## src/rtl/core/oaht_pkg.sv

```systemverilog
package oaht_pkg;

    localparam int SLOTS_DEF   = 256;

    localparam int OP_W        = 2;
    localparam int KEY_W       = 32;
    localparam int VAL_W       = 32;
    localparam int STATUS_W    = 2;
    localparam int SLOT_IDX_W  = 8;
    localparam int COUNT_OUT_W = 9;

    // wide enough for 5*slot+1 at the largest table size
    localparam int OAHT_VW     = 20;

    localparam int PROBE_STRIDE = 5;
    localparam int PROBE_OFFSET = 1;

    typedef enum logic [OP_W-1:0] {
        OP_SEARCH = 2'd0,
        OP_INSERT = 2'd1,
        OP_DELETE = 2'd2,
        OP_GET    = 2'd3
    } t_op;

    typedef enum logic [STATUS_W-1:0] {
        RES_OK   = 2'd0,
        RES_MISS = 2'd1,
        RES_FULL = 2'd2
    } t_status;

    typedef enum logic [1:0] {
        ST_EMPTY   = 2'd0,
        ST_LIVE    = 2'd1,
        ST_DELETED = 2'd2
    } t_slot_st;

    typedef struct packed {
        t_slot_st             st;
        logic [KEY_W-1:0]     key;
    } t_sk_entry;

    // brings x below m where x is known to stay under 5*m
    function automatic logic [OAHT_VW-1:0] mod_sub(input logic [OAHT_VW-1:0] x,
                                                   input logic [OAHT_VW-1:0] m);
        logic [OAHT_VW-1:0] t;
        t = x;
        for (int k = 0; k < 4; k++) begin
            if (t >= m) begin
                t = t - m;
            end
        end
        return t;
    endfunction

endpackage

```

## src/rtl/core/oaht_hash.sv

```systemverilog
module oaht_hash #(
    parameter int SLOTS = oaht_pkg::SLOTS_DEF
) (
    input  logic                          i_clk,
    input  logic                          i_rst_n,
    input  logic                          i_start,
    input  logic [oaht_pkg::KEY_W-1:0]    i_key,
    output logic                          o_done,
    output logic [$clog2(SLOTS)-1:0]      o_slot
);
    import oaht_pkg::*;

    localparam int  IW      = $clog2(SLOTS);
    localparam bit  IS_POW2 = ((SLOTS & (SLOTS - 1)) == 0);
    localparam int  BPS     = 4;
    localparam int  STEPS   = KEY_W / BPS;
    localparam int  CNT_W   = $clog2(STEPS);
    localparam logic [IW:0]         SLOTS_E = (IW+1)'(SLOTS);
    localparam logic [OAHT_VW-1:0]  SLOTS_V = OAHT_VW'(SLOTS);

    logic               r_busy;
    logic               r_fin;
    logic               r_done;
    logic [CNT_W-1:0]   r_cnt;
    logic [KEY_W-1:0]   r_key;
    logic [IW-1:0]      r_rem;
    logic [IW-1:0]      r_slot;

    logic [IW-1:0]      n_rem;
    logic [IW:0]        step_t;
    logic [OAHT_VW-1:0] lin;
    logic [OAHT_VW-1:0] red;

    // key mod SLOTS, most significant bits first, four bits a cycle
    always_comb begin
        n_rem = r_rem;
        step_t = '0;
        for (int b = 0; b < BPS; b++) begin
            step_t = {n_rem, r_key[KEY_W-1-b]};
            if (step_t >= SLOTS_E) begin
                step_t = step_t - SLOTS_E;
            end
            n_rem = step_t[IW-1:0];
        end
    end

    assign lin = (OAHT_VW'(r_rem) << 2) + OAHT_VW'(r_rem) + OAHT_VW'(PROBE_OFFSET);
    assign red = mod_sub(lin, SLOTS_V);

    always_ff @(posedge i_clk) begin
        if (!i_rst_n) begin
            r_busy <= 1'b0;
            r_fin  <= 1'b0;
            r_done <= 1'b0;
            r_cnt  <= '0;
        end else begin
            r_done <= 1'b0;
            if (i_start) begin
                r_cnt <= '0;
                if (IS_POW2) begin
                    r_fin <= 1'b1;
                end else begin
                    r_busy <= 1'b1;
                end
            end else if (r_busy) begin
                r_cnt <= r_cnt + CNT_W'(1);
                if (r_cnt == CNT_W'(STEPS - 1)) begin
                    r_busy <= 1'b0;
                    r_fin  <= 1'b1;
                end
            end else if (r_fin) begin
                r_fin  <= 1'b0;
                r_done <= 1'b1;
            end
        end
    end

    always_ff @(posedge i_clk) begin
        if (i_start) begin
            r_key <= i_key;
            r_rem <= IS_POW2 ? i_key[IW-1:0] : '0;
        end else if (r_busy) begin
            r_key <= r_key << BPS;
            r_rem <= n_rem;
        end
        if (r_fin) begin
            r_slot <= red[IW-1:0];
        end
    end

    assign o_done = r_done;
    assign o_slot = r_slot;

endmodule

```

## config.mk

```make
export PLATFORM = sky130hd
export DESIGN_NAME = oaht_hash
export DESIGN_NICKNAME = d
export VERILOG_FILES = /design/src/rtl/core/oaht_pkg.sv /design/src/rtl/core/oaht_hash.sv
export SDC_FILE = /design/constraint.sdc
export NUM_CORES = 1
export LEC_CHECK = 0
export BUFFER_PORTS_ARGS = -buffer_cell sky130_fd_sc_hd__buf_4
export CAP_MARGIN = 20
export CORE_ASPECT_RATIO = 1.1
export CORE_MARGIN = 1.5
export CORE_UTILIZATION = 30
export CTS_CLUSTER_SIZE = 30
export DETAILED_ROUTE_END_ITERATION = 16
export HOLD_SLACK_MARGIN = 0.02
export MAX_ROUTING_LAYER = met4
export PLACE_DENSITY = 0.6
export SYNTH_ARGS = -nofsm -noshare
export SYNTH_HDL_FRONTEND = slang
export SYNTH_SLANG_ARGS = --single-unit
```

## constraint.sdc

```tcl
create_clock -name i_clk -period 1.85 [get_ports i_clk]
set_input_delay 0.0925 -clock i_clk [delete_from_list [all_inputs] [get_ports i_clk]]
set_output_delay 0.0925 -clock i_clk [all_outputs]
set_load 0.005 [all_outputs]
```

==> impl_metrics.yaml <==
status:
  status: "completed"
drt:
  avgViaCountPerCell: 4.34
  drt_iter0_markers: 123
  wl_per_cell_um: 12.6
  routed-via-count: 1345
  wl_mm: 3.91
  detail-route-antenna-nets: 0
  drt_first_pass_iters: 4
  drcViolationCount: 0
floorplan:
  core_area_um2: 7510
  initial_core_util_pct: 31.3
  ios: 44
  die_w_um: 87.4
  die_area_um2: 8380
  rows: 33
  dieHeight_um: 95.8
worst_setup_path:
  r2r-start: "r_rem[2]$_DFFE_PP_"
  cp_top_family: "compound AO/OA/AOI/OAI gates"
  critPathBufInv: 0
  crit_arrival_ps: 1720
  r2r_cells: 5
  crit_cells: 5
  cp-start-kind: "flip-flop"
  cp_max_fo: 3
  worst_path_largest_cell_delay_ps: 430
  timing.rr.end: "o_slot[7]$_DFFE_PP_"
  cp.required_ps: 1910
  path_cells: "ha_2, a31oi_4, o21bai_2, o41ai_2, xnor2_1"
  end_kind: "flip-flop"
  path_class: "reg2reg"
  cp_slowest_cell: "edfxtp_1"
  setup.reg_to_reg.worst_slack_ps: 190
timing:
  fin_crit_ps: 1660
  fin_crit_sh_pct: 89.5
  hold_viol_final: 0
  final-setup-viol-count: 0
  worst_slew_pin_slew_ps: 453
  tns_ps: 0
  slew_headroom_pct: 69.8
  rsz0062_at_grt: "false"
  final.setup_skew_ps: 6.39
  clock.fmax_ghz: 0.604
  drv_slew: 0
grt:
  grt.overflow.total: 0
  grt.total_usage_pct: 10.5
  grt_pass1_wl_mm: 6.31
  grt_start_max_net_pins: 43
  grt_pass1_vias: 1295
  antenna_found_initial: 0
placement:
  place_hpwl_mm: 2.64
  gp_congestion: 0.740
  port_buffers: 43
logic_synthesis:
  synth_area_leaders: "edfxtp_1 61%, mux2_2 11%, dfxtp_1 5.1%"
  postSynthNetCount: 200
  yosys-mux-area-fraction_pct: 12.3
  synth_cell_type_count: 23
  synth_top_family_by_area: "multiplexers"
  synthCells: 157
  yosysSeqAreaShare_pct: 66.4
  ys_ff_latch: 54
  synth_top_area_share_pct: 61.3
  synth_compound_area_share_pct: 7.50
  yosys.area_share.adder_pct: 4.26
  yosys.area.top_type: "edfxtp_1"
  syn_area_per_cell_um2: 15.0
  yosysWarningCount: 0
  synth_area_um2: 2350
  synth-simple-area-share_pct: 3.73
  synth_xor_area_share_pct: 2.98
worst_hold_path:
  whs_path_depth: 3
  whs_endpoint: "o_done$_SDFF_PP0_"
  min_from: "i_rst_n"
  hp-class: "in2reg"
clocking:
  clk_pin_slew_ps: 100
  clk_latency_ps: 310
  root_buffer: "clkbuf_8"
  hold_buffers: 0
  cts_tree: "done"
  clkSinkCount: 54
  h-tree-depth: 2
  cts.path.max_buffers: 2
  cts-buffers-inserted: 5
power_and_ir_drop:
  max-vdd-ir-drop_uv: 348
  total_power_mw: 2.63
  power.density_nw_per_um2: 894
  p_leak_nw: 1.16
cells_and_area:
  diodes: 0
  area.growth.synth_to_final_pct: 25.2
  drive_above_1_share_pct: 40.0
  nets: 247
job:
  max_cap_viol_count: 0
cell usage after synthesis:
master,instances
or2_2,1
a31oi_4,1
a21o_1,4
dfxtp_1,6
nor2_1,6
mux2i_1,2
buf_2,4
ha_1,8
xnor2_1,5
edfxtp_1,48
o21bai_2,1
o21ai_0,10
o21bai_1,1
a21boi_0,1
o211ai_1,1
and2_1,4
nand2_1,9
o41ai_2,1
xor2_1,3
a21oi_1,5
inv_1,11
clkbuf_1,1
mux2_2,24
what timing repair did:
item | CTS | global route
resized for setup | 0 | 1
buffers inserted | 0 | 0
setup endpoints to repair | 0 | 1
worst min-delay path, delay by kind of cell:
| kind | cells | cell delay, ps |
|---|---|---|
| and+or+nand+nor | 2 | 90 |
| buffers and inverters | 1 | 130 |
kinds of logic (layout without fill, tap and decap cells):
kind of cell               Yosys count  count (layout)
buffers and inverters               16              64
muxes                               26              26
adders and majority gates            8               8
DFF                                 54              54
AOI/OAI and AO/OA                   25              25
and+or+nand+nor                     20              20
xor gates and xnor gates             8               8
placed cells by master (no fill, tap or decap):
master      n
buf_12      1
nand2_1     9
nor2_1      6
o211ai_1    1
buf_4      44
xnor2_1     5
clkbuf_8    6
o21bai_1    1
clkbuf_16   2
dfxtp_1     6
ha_1        7
inv_1      11
mux2_2     24
or2_2       1
a21o_1      4
o21bai_2    1
and2_1      4
mux2i_1     2
a21oi_1     5
o21ai_0    10
edfxtp_1   48
xor2_1      3
a31oi_4     1
o41ai_2     1
a21boi_0    1
ha_2        1
metrics by stage:
step / hold slack (ps) / area [µm²] / std cells / utilization (%) / worst slack, ps
after global routing: 21.0 / 2940 / 310 / 39.2 / 56.6
after global placement: 359 / 2810 / 302 / 37.4 / 175
after floorplan: 215 / 2350 / 157 / - / 152
after CTS: 24.8 / 2940 / 310 / 39.1 / 109
final: 38.3 / 2940 / 310 / 39.2 / 195
after detailed placement: 367 / 2810 / 302 / 37.4 / 124
sequential cells by signal, summed over array words and instances, names as in the netlist:
| signal | cells |
|---|---|
| o_slot | 8 |
| r_rem | 8 |
| r_key | 32 |
| r_fin | 1 |
| r_busy | 1 |
| r_cnt | 3 |
| o_done | 1 |
how the worst max path moves through the flow:
stage | startpoint | to
2_1_floorplan | r_rem[0]$_DFFE_PP_ | o_slot[7]$_DFFE_PP_
3_3_place_gp | r_rem[2]$_DFFE_PP_ | o_slot[7]$_DFFE_PP_
3_5_place_dp | r_rem[2]$_DFFE_PP_ | o_slot[7]$_DFFE_PP_
4_1_cts | r_rem[2]$_DFFE_PP_ | o_slot[7]$_DFFE_PP_
5_1_grt | r_rem[2]$_DFFE_PP_ | o_slot[7]$_DFFE_PP_
6_report | r_rem[2]$_DFFE_PP_ | o_slot[7]$_DFFE_PP_
routing by layer:
metal	wire length [µm]	GRT usage, %	part of all wire [%]	vias up
met5	0	-	0	-
met2	1840	15.7	47	36
met1	1840	13.6	47	636
met4	65	4.76	1.7	0
met3	166	2.32	4.2	7
li1	-	-	-	666
report_power, final:
part | switching, mW | internal, mW
combinational | 0.132 | 0.176
sequential | 0.0306 | 1.44
clock | 0.389 | 0.469
final cells by class:
class / instances / area, µm²
fillers: 739 / 4570
repair buffers: 45 / 350
well taps: 105 / 131
inverters: 11 / 41.3
multi-input cells: 87 / 727
flip-flops and latches: 54 / 1560
clock buffers: 8 / 133
Power figures use the tool's default switching activity.
